**config.mk**
```make
export PLATFORM = sky130hd
export DESIGN_NAME = morse_pulse_decoder_flat
export DESIGN_NICKNAME = d
export VERILOG_FILES = /design/src/rtl/core/mpd_pkg.sv /design/src/rtl/core/mpd_if.sv /design/src/rtl/core/mpd_symbol_unit.sv /design/src/rtl/core/morse_pulse_decoder.sv /design/src/flat_wrapper.sv
export SDC_FILE = /design/constraint.sdc
export NUM_CORES = 1
export LEC_CHECK = 0
export ABC_CLOCK_PERIOD_IN_PS = 9200
export BUFFER_PORTS_ARGS = -buffer_cell sky130_fd_sc_hd__buf_2
export CAP_MARGIN = 20
export CORE_MARGIN = 2
export CORE_UTILIZATION = 45
export DETAILED_ROUTE_END_ITERATION = 10
export PLACE_DENSITY_LB_ADDON = 0.1
export SLEW_MARGIN = 5
export SYNTH_ARGS = -nofsm -noshare
export SYNTH_HDL_FRONTEND = slang
export SYNTH_SLANG_ARGS = --single-unit
```
**constraint.sdc**
```tcl
create_clock -name clk -period 9.2 [get_ports clk]
set_input_delay 0.46 -clock clk [delete_from_list [all_inputs] [get_ports clk]]
set_output_delay 0.46 -clock clk [all_outputs]
set_load 0.01 [all_outputs]
```
**src/rtl/core/mpd_pkg.sv**
```systemverilog
// Package for the Morse pulse decoder: widths, codes, register defaults,
// shared structs and the Morse code lookup. No dependencies.
package mpd_pkg;

	localparam int TimeW      = 16;
	localparam int CharW      = 7;
	localparam int CntW       = 3;
	localparam int CfgIdxW    = 2;
	localparam int KeyW       = 5;
	localparam int MaxSymDef  = 5;

	localparam logic [TimeW-1:0] DotMinRst   = 16'd1875;
	localparam logic [TimeW-1:0] DashMinRst  = 16'd12500;
	localparam logic [TimeW-1:0] DashMaxRst  = 16'd25000;
	localparam logic [TimeW-1:0] GapTicksRst = 16'd62500;

	typedef enum logic [1:0] {
		OP_PRESS   = 2'd0,
		OP_RELEASE = 2'd1,
		OP_POLL    = 2'd2,
		OP_NONE    = 2'd3
	} opcode_t;

	typedef enum logic [1:0] {
		KIND_DOT  = 2'd0,
		KIND_DASH = 2'd1,
		KIND_CHAR = 2'd2
	} kind_t;

	typedef enum logic [CfgIdxW-1:0] {
		REG_DOT_MIN   = 2'd0,
		REG_DASH_MIN  = 2'd1,
		REG_DASH_MAX  = 2'd2,
		REG_GAP_TICKS = 2'd3
	} cfg_idx_t;

	typedef struct packed {
		logic [TimeW-1:0] dot_min;
		logic [TimeW-1:0] dash_min;
		logic [TimeW-1:0] dash_max;
		logic [TimeW-1:0] gap_ticks;
	} cfg_t;

	typedef struct packed {
		kind_t            kind;
		logic [CharW-1:0] chr;
	} result_t;

	// bit i = symbol i, 1 = dash; bits above count are zero
	function automatic logic [CharW-1:0] morse_lookup(
		input logic [CntW-1:0] count,
		input logic [KeyW-1:0] bits
	);
		logic [CharW-1:0] ch;
		ch = '0;
		case (count)
			3'd1: begin
				case (bits)
					5'd0:    ch = 7'h45; // E
					5'd1:    ch = 7'h54; // T
					default: ch = '0;
				endcase
			end
			3'd2: begin
				case (bits)
					5'd0:    ch = 7'h49; // I
					5'd1:    ch = 7'h4E; // N
					5'd2:    ch = 7'h41; // A
					5'd3:    ch = 7'h4D; // M
					default: ch = '0;
				endcase
			end
			3'd3: begin
				case (bits)
					5'd0:    ch = 7'h53; // S
					5'd1:    ch = 7'h44; // D
					5'd2:    ch = 7'h52; // R
					5'd3:    ch = 7'h47; // G
					5'd4:    ch = 7'h55; // U
					5'd5:    ch = 7'h4B; // K
					5'd6:    ch = 7'h57; // W
					5'd7:    ch = 7'h4F; // O
					default: ch = '0;
				endcase
			end
			3'd4: begin
				case (bits)
					5'd0:    ch = 7'h48; // H
					5'd1:    ch = 7'h42; // B
					5'd2:    ch = 7'h4C; // L
					5'd3:    ch = 7'h5A; // Z
					5'd4:    ch = 7'h46; // F
					5'd5:    ch = 7'h43; // C
					5'd6:    ch = 7'h50; // P
					5'd8:    ch = 7'h56; // V
					5'd9:    ch = 7'h58; // X
					5'd11:   ch = 7'h51; // Q
					5'd13:   ch = 7'h59; // Y
					5'd14:   ch = 7'h4A; // J
					default: ch = '0;
				endcase
			end
			3'd5: begin
				case (bits)
					5'd0:    ch = 7'h35;
					5'd1:    ch = 7'h36;
					5'd3:    ch = 7'h37;
					5'd7:    ch = 7'h38;
					5'd15:   ch = 7'h39;
					5'd16:   ch = 7'h34;
					5'd24:   ch = 7'h33;
					5'd28:   ch = 7'h32;
					5'd30:   ch = 7'h31;
					5'd31:   ch = 7'h30;
					default: ch = '0;
				endcase
			end
			default: ch = '0;
		endcase
		return ch;
	endfunction

endpackage

```
**src/rtl/core/mpd_if.sv**
```systemverilog
// Valid/ready channel interfaces for key events and decoded words.
// Depends on mpd_pkg for field widths.
interface mpd_key_if;
	logic                         valid;
	logic                         ready;
	logic [1:0]                   opcode;
	logic [mpd_pkg::TimeW-1:0]    timer_value;

	modport source (output valid, output opcode, output timer_value, input ready);
	modport sink   (input valid, input opcode, input timer_value, output ready);
endinterface

interface mpd_sym_if;
	logic                         valid;
	logic                         ready;
	logic [1:0]                   result_kind;
	logic [mpd_pkg::CharW-1:0]    char_code;

	modport source (output valid, output result_kind, output char_code, input ready);
	modport sink   (input valid, input result_kind, input char_code, output ready);
endinterface

```
**src/rtl/core/mpd_symbol_unit.sv**
```systemverilog
// Pulse classification, symbol buffer and decode state for one word per cycle.
// Depends on mpd_pkg.
module mpd_symbol_unit #(
	parameter int MAX_SYMBOLS = mpd_pkg::MaxSymDef
) (
	input  logic                      clk,
	input  logic                      arst_n,
	input  mpd_pkg::cfg_t             cfg,
	input  logic                      fire,
	input  mpd_pkg::opcode_t          op,
	input  logic [mpd_pkg::TimeW-1:0] tval,
	output logic                      res_valid,
	output mpd_pkg::result_t          res
);

	logic [mpd_pkg::TimeW-1:0] press_q, release_q;
	logic [MAX_SYMBOLS-1:0]    sym_bits_q;
	logic [mpd_pkg::CntW-1:0]  sym_cnt_q;
	logic                      overlong_q, decoded_q;

	logic [mpd_pkg::TimeW-1:0] width, since;
	logic                      is_dot, is_dash, gap_ok, room;
	logic [mpd_pkg::KeyW-1:0]  key_bits;
	logic [mpd_pkg::CharW-1:0] chr;

	for (genvar i = 0; i < mpd_pkg::KeyW; i++) begin : g_key
		if (i < MAX_SYMBOLS) begin : g_bit
			assign key_bits[i] = sym_bits_q[i];
		end else begin : g_zero
			assign key_bits[i] = 1'b0;
		end
	end

	always_comb begin
		width   = tval - press_q;
		since   = tval - release_q;
		is_dot  = (width >= cfg.dot_min) && (width < cfg.dash_min);
		is_dash = !is_dot && (width >= cfg.dash_min) && (width < cfg.dash_max);
		gap_ok  = (since >= cfg.gap_ticks) && !decoded_q;
		room    = sym_cnt_q < mpd_pkg::CntW'(MAX_SYMBOLS);
		chr     = overlong_q ? '0 : mpd_pkg::morse_lookup(sym_cnt_q, key_bits);

		res_valid = 1'b0;
		res.kind  = mpd_pkg::KIND_DOT;
		res.chr   = '0;
		case (op)
			mpd_pkg::OP_RELEASE: begin
				res_valid = is_dot || is_dash;
				res.kind  = is_dash ? mpd_pkg::KIND_DASH : mpd_pkg::KIND_DOT;
			end
			mpd_pkg::OP_POLL: begin
				res_valid = gap_ok && (chr != '0);
				res.kind  = mpd_pkg::KIND_CHAR;
				res.chr   = chr;
			end
			default: res_valid = 1'b0;
		endcase
	end

	always_ff @(posedge clk or negedge arst_n) begin
		if (!arst_n) begin
			press_q    <= '0;
			release_q  <= '0;
			sym_bits_q <= '0;
			sym_cnt_q  <= '0;
			overlong_q <= 1'b0;
			decoded_q  <= 1'b0;
		end else if (fire) begin
			case (op)
				mpd_pkg::OP_PRESS: press_q <= tval;
				mpd_pkg::OP_RELEASE: begin
					release_q <= tval;
					decoded_q <= 1'b0;
					if (is_dot || is_dash) begin
						if (room) begin
							if (is_dash)
								sym_bits_q <= sym_bits_q | (MAX_SYMBOLS'(1) << sym_cnt_q);
							sym_cnt_q <= sym_cnt_q + 1'b1;
						end else begin
							overlong_q <= 1'b1;
						end
					end
				end
				mpd_pkg::OP_POLL: begin
					if (gap_ok) begin
						decoded_q  <= 1'b1;
						sym_bits_q <= '0;
						sym_cnt_q  <= '0;
						overlong_q <= 1'b0;
					end
				end
				default: ;
			endcase
		end
	end

endmodule

```
**src/rtl/core/morse_pulse_decoder.sv**
```systemverilog
// Morse pulse decoder top level: config registers, input and output registers.
// Depends on mpd_pkg, mpd_if and mpd_symbol_unit.
//
//  channel   dir  words                        payload
//  keys      in   press / release / poll       opcode, timer_value
//  symbols   out  dot, dash, decoded char      result_kind, char_code
//  cfg_*     in   register write               cfg_we, cfg_idx, cfg_data
//
// One word per cycle while the result is taken; a word enters the input
// register, is processed from there once the output register is free, and its
// result (if any) is registered in the output register.
// Reset clears the symbol buffer, times and flags; registers take defaults.
// A stalled result holds the output register; input stalls only when both
// registers are full and the result is not taken.
module morse_pulse_decoder #(
	parameter int MAX_SYMBOLS = mpd_pkg::MaxSymDef
) (
	input  logic                        clk,
	input  logic                        arst_n,
	mpd_key_if.sink                     keys,
	mpd_sym_if.source                   symbols,
	input  logic                        cfg_we,
	input  logic [mpd_pkg::CfgIdxW-1:0] cfg_idx,
	input  logic [mpd_pkg::TimeW-1:0]   cfg_data
);

	mpd_pkg::cfg_t             cfg_q;
	logic                      valid_s1;
	mpd_pkg::opcode_t          op_s1;
	logic [mpd_pkg::TimeW-1:0] tval_s1;
	logic                      out_valid_q;
	mpd_pkg::result_t          out_q;
	logic                      take, out_free, fire, res_valid;
	mpd_pkg::result_t          res;

	always_ff @(posedge clk or negedge arst_n) begin
		if (!arst_n) begin
			cfg_q.dot_min   <= mpd_pkg::DotMinRst;
			cfg_q.dash_min  <= mpd_pkg::DashMinRst;
			cfg_q.dash_max  <= mpd_pkg::DashMaxRst;
			cfg_q.gap_ticks <= mpd_pkg::GapTicksRst;
		end else if (cfg_we) begin
			case (mpd_pkg::cfg_idx_t'(cfg_idx))
				mpd_pkg::REG_DOT_MIN:   cfg_q.dot_min   <= cfg_data;
				mpd_pkg::REG_DASH_MIN:  cfg_q.dash_min  <= cfg_data;
				mpd_pkg::REG_DASH_MAX:  cfg_q.dash_max  <= cfg_data;
				mpd_pkg::REG_GAP_TICKS: cfg_q.gap_ticks <= cfg_data;
				default: ;
			endcase
		end
	end

	assign out_free   = !out_valid_q || symbols.ready;
	assign fire       = valid_s1 && out_free;
	assign keys.ready = !valid_s1 || out_free;
	assign take       = keys.valid && keys.ready;

	always_ff @(posedge clk or negedge arst_n) begin
		if (!arst_n)
			valid_s1 <= 1'b0;
		else if (take)
			valid_s1 <= 1'b1;
		else if (fire)
			valid_s1 <= 1'b0;
	end

	always_ff @(posedge clk) begin
		if (take) begin
			op_s1   <= mpd_pkg::opcode_t'(keys.opcode);
			tval_s1 <= keys.timer_value;
		end
	end

	mpd_symbol_unit #(
		.MAX_SYMBOLS(MAX_SYMBOLS)
	) u_symbol (
		.clk       (clk),
		.arst_n    (arst_n),
		.cfg       (cfg_q),
		.fire      (fire),
		.op        (op_s1),
		.tval      (tval_s1),
		.res_valid (res_valid),
		.res       (res)
	);

	always_ff @(posedge clk or negedge arst_n) begin
		if (!arst_n)
			out_valid_q <= 1'b0;
		else if (fire)
			out_valid_q <= res_valid;
		else if (symbols.ready)
			out_valid_q <= 1'b0;
	end

	always_ff @(posedge clk) begin
		if (fire && res_valid)
			out_q <= res;
	end

	assign symbols.valid       = out_valid_q;
	assign symbols.result_kind = out_q.kind;
	assign symbols.char_code   = out_q.chr;

	a_char_nonzero: assert property (@(posedge clk) disable iff (!arst_n)
		(out_valid_q && out_q.kind == mpd_pkg::KIND_CHAR) |-> (out_q.chr != '0))
		else $error("decoded char word with zero code");

	a_symbol_zero: assert property (@(posedge clk) disable iff (!arst_n)
		(out_valid_q && out_q.kind != mpd_pkg::KIND_CHAR) |-> (out_q.chr == '0))
		else $error("dot or dash word with nonzero code");

	a_symbol_from_release: assert property (@(posedge clk) disable iff (!arst_n)
		(fire && res_valid && res.kind != mpd_pkg::KIND_CHAR)
			|-> (op_s1 == mpd_pkg::OP_RELEASE))
		else $error("symbol produced by a non-release word");

	a_stall_full: assert property (@(posedge clk) disable iff (!arst_n)
		!keys.ready |-> (valid_s1 && out_valid_q))
		else $error("input stalled with a free register");

endmodule
```
**src/flat_wrapper.sv**
```systemverilog
// flat-port wrapper written by rule: the top's interface ports become plain ports
module morse_pulse_decoder_flat 
#(
	parameter int MAX_SYMBOLS = mpd_pkg::MaxSymDef
)
  (clk, arst_n, cfg_we, cfg_idx, cfg_data, keys_valid, keys_opcode, keys_timer_value, keys_ready, symbols_valid, symbols_result_kind, symbols_char_code, symbols_ready);
  mpd_key_if keys_i ();
  mpd_sym_if symbols_i ();
  input  logic clk;
  input  logic arst_n;
  input  logic cfg_we;
  input  logic [mpd_pkg::CfgIdxW-1:0] cfg_idx;
  input  logic [mpd_pkg::TimeW-1:0] cfg_data;
  input wire logic [$bits(keys_i.valid)-1:0] keys_valid;
  input wire logic [$bits(keys_i.opcode)-1:0] keys_opcode;
  input wire logic [$bits(keys_i.timer_value)-1:0] keys_timer_value;
  output wire logic [$bits(keys_i.ready)-1:0] keys_ready;
  output wire logic [$bits(symbols_i.valid)-1:0] symbols_valid;
  output wire logic [$bits(symbols_i.result_kind)-1:0] symbols_result_kind;
  output wire logic [$bits(symbols_i.char_code)-1:0] symbols_char_code;
  input wire logic [$bits(symbols_i.ready)-1:0] symbols_ready;
  assign keys_i.valid = keys_valid;
  assign keys_i.opcode = keys_opcode;
  assign keys_i.timer_value = keys_timer_value;
  assign keys_ready = keys_i.ready;
  assign symbols_valid = symbols_i.valid;
  assign symbols_result_kind = symbols_i.result_kind;
  assign symbols_char_code = symbols_i.char_code;
  assign symbols_i.ready = symbols_ready;
  morse_pulse_decoder #(.MAX_SYMBOLS(MAX_SYMBOLS)) u_core (.clk(clk), .arst_n(arst_n), .keys(keys_i), .symbols(symbols_i), .cfg_we(cfg_we), .cfg_idx(cfg_idx), .cfg_data(cfg_data));
endmodule
```
==> flow_summary.json <==
{
  "status": "complete, no violations",
  "die_width_um": 143,
  "fin_cells": 1176,
  "drv_slew": 0,
  "ctsResizeCount": 0,
  "layout_setup_ws_ns": 3.71,
  "critical_path_class": "flop to flop",
  "skew_ns": 0.0152,
  "core_um2": 18900,
  "pwr-share-comb_pct": 53.4,
  "hold_buffers": 0,
  "endpoint_kind": "flop",
  "antenna_found_initial": 0,
  "drc": 0,
  "rows": 50,
  "yosys-top-cells-count": "inv_1 (110), ha_1 (109), dfrtp_1 (82)",
  "finalNetCount": 1055,
  "synth_edf_count": 27,
  "swShare_pct": 41.4,
  "p_switching_w": 0.00141,
  "ys_seq_elements": 135,
  "insertion_delay_ns": 0.43,
  "placedCellCount": 1144,
  "worstSetupStartpointType": "flop",
  "maxCapViolCount": 0,
  "cts_setup_buffers": 0,
  "cts-htree-levels": 4,
  "final.min_clock_period_ns": 5.49,
  "ys.flop_type": "dfrtp_1",
  "drt_iter0_drc": 330,
  "p_clk_share_pct": 20.4,
  "synth_seq_area_share_pct": 40.5,
  "yosysMostFrequentCell": "inv_1",
  "power.leakage_nw": 4.58,
  "initial_core_util_pct": 46.3,
  "ctsRootBufferMaster": "clkbuf_16",
  "netlist_area_um2": 8750,
  "place_ws_ns": 3.74,
  "slew_headroom_pct": 28.0,
  "ys_async_sr_fraction_pct": 80.0,
  "drt-total-wl_um": 19600,
  "syn_inst": 847,
  "p_int_w": 0.00200,
  "hold_violations": 0,
  "gp_congestion": 0.864,
  "yosysTopAreaCell": "dfrtp_1",
  "peakVddDrop_v": 0.000165,
  "synth_top_area_share_pct": 23.5,
  "power_frac_seq_pct": 26.3,
  "worst_pin_slew_ns": 1.07,
  "synth_area_per_cell_um2": 10.3,
  "cts_buffers": 17,
  "die_h_um": 143,
  "area_growth_pct": 13.0,
  "fmaxAchievable_mhz": 182,
  "p_per_area_nw_per_um2": 345,
  "die_area_um2": 20600,
  "synth.distinct_cells": 68,
  "grt_usage_pct": 20.5,
  "viasPerCell": 5.39,
  "clk_pin_slew_ns": 0.06,
  "finalCritPeriodShare_pct": 59.6,
  "antenna_left": 0,
  "critPathRequiredTime_ns": 9.26,
  "utilization_pct": 52.3,
  "fin_setup_tns_ns": 0,
  "io_buffers": 51,
  "synth_fp_nets": 999,
  "rsz0062_at_grt": "no",
  "crit_arrival_ns": 5.55,
  "grt-ovfl-total": 0,
  "grt_max_degree": 70,
  "cts_buffer_depth": 2,
  "drive_above_1_share_pct": 23.4,
  "hpwl_um": 15000,
  "clock_sinks": 135,
  "via_count": 6336,
  "ys_warn_count": 0,
  "grt_pass1_wl_um": 32700,
  "setup_viol_count_final": 0,
  "yosys-top-cells-area": "dfrtp_1 (23%), ha_1 (16%), mux2_2 (10%)",
  "wire_per_inst_um": 16.7,
  "cts_tree": "yes",
  "top_level_ports": 52,
  "antenna_cells": 0,
  "finalHoldWorstSlack_ns": 0.0144,
  "cp_max_fo": 9,
  "drt_pass1_iterations": 5,
  "min_path_type": "input port to async pin",
  "grt_pass1_vias": 6436
}
==> worst max-delay path, stage by stage, from the launching register on <==
cell      delay (ns)
dfrtp_1         0.38
ha_1            0.23
fa_1            0.41
nor2b_1         0.11
o21ai_0         0.09
a21boi_0        0.42
o211ai_1        0.23
a31oi_1         0.27
a21o_1          0.16
a21oi_1         0.07
xnor2_1         0.18
ha_1            0.32
nand4_1         0.13
or3_4           0.43
o31ai_1         0.30
o31ai_1         0.14
a21oi_1         0.27
nor2_1          0.12
o22ai_1         0.21
nor2b_1         0.63
==> cell usage in the layout, fill, tap and decap left out, types with 13 or more instances in the layout <==
cell and n:
inv_1 110, clkbuf_16 17, dfrtp_1 82, o21ai_0 46, edfxtp_1 27, xnor2_1 17
mux2_2 78, nor3_1 13, nand2_1 55, a21o_1 15, dfstp_2 26, buf_2 50
ha_1 109, a21oi_1 49, nor2_1 34
==> cell type report <==
class	count	area (µm²)
Fill cell	1731	9010
Multi-Input combinational cell	586	4720
Sequential cell	135	3550
Clock buffer	20	447
Inverter	110	413
Tap cell	260	325
Timing Repair Buffer	53	273
Clock inverter	12	153
==> path summary, 6_finish.rpt <==
check	from	endpoint	slack (ns)	cells past startpoint
worst max register to register	u_core.u_symbol.press_q[0]	u_core.symbols.char_code[4]	3.71	19
worst max-delay path	u_core.u_symbol.press_q[0]	u_core.symbols.char_code[4]	3.71	19
max in group asynchronous	arst_n	u_core.u_symbol.release_q[1]	7.94	2
min in group clk	keys_opcode[0]	u_core.op_s1[0]	0.20	1
worst min register to register	u_core.u_symbol.release_q[1]	u_core.u_symbol.release_q[1]	0.50	2
worst min-delay path	arst_n	u_core.u_symbol.release_q[13]	0.01	1
==> kinds of logic after synthesis <==
| kind of cell | synth area share, % |
|---|---|
| muxes | 10.9 |
| buffers and inverters | 5.49 |
| adders and majority gates | 16.1 |
| AOI/OAI and AO/OA | 14.1 |
| DFF | 40.5 |
| xor gates and xnor gates | 2.50 |
| and+or+nand+nor | 10.4 |
==> sequential cells by signal, summed over array words and instances (netlist names), 2 cells and up <==
register                    cells
u_core.cfg_q                   64
u_core.u_symbol.release_q      16
u_core.u_symbol.sym_cnt_q       3
u_core.symbols.char_code        7
u_core.u_symbol.press_q        16
u_core.symbols.result_kind      2
u_core.tval_s1                 16
u_core.op_s1                    2
u_core.u_symbol.key_bits        5
==> routing by layer <==
layer / global-route usage (%) / vias up / wire [µm] / part of all wire, %
met4: 5.68 / 0 / 278 / 1.4
met2: 34.9 / 132 / 9700 / 49
met1: 26.5 / 3059 / 8960 / 46
met3: 4.13 / 24 / 691 / 3.5
li1: - / 3121 / - / -
met5: 0 / - / 0 / 0
==> stage by stage <==
stage | total power, W | instance area (µm²)
final | 0.00341 | 9880
after global routing | 0.00372 | 9880
after CTS | 0.00343 | 9880
after detailed placement | 0.00271 | 9280
after global placement | 0.00265 | 9280
after floorplan | 0.00225 | 8750
==> power by group through the flow <==
stage	logic [W]	clock network, W	registers [W]
after floorplan	0.00139	0	0.000853
after global placement	0.00175	0	0.000897
after detailed placement	0.00181	0	0.000905
after CTS	0.00183	0.000710	0.000896
after global routing	0.00207	0.000732	0.000920
final	0.00182	0.000694	0.000896
Power figures use the tool's default switching activity.
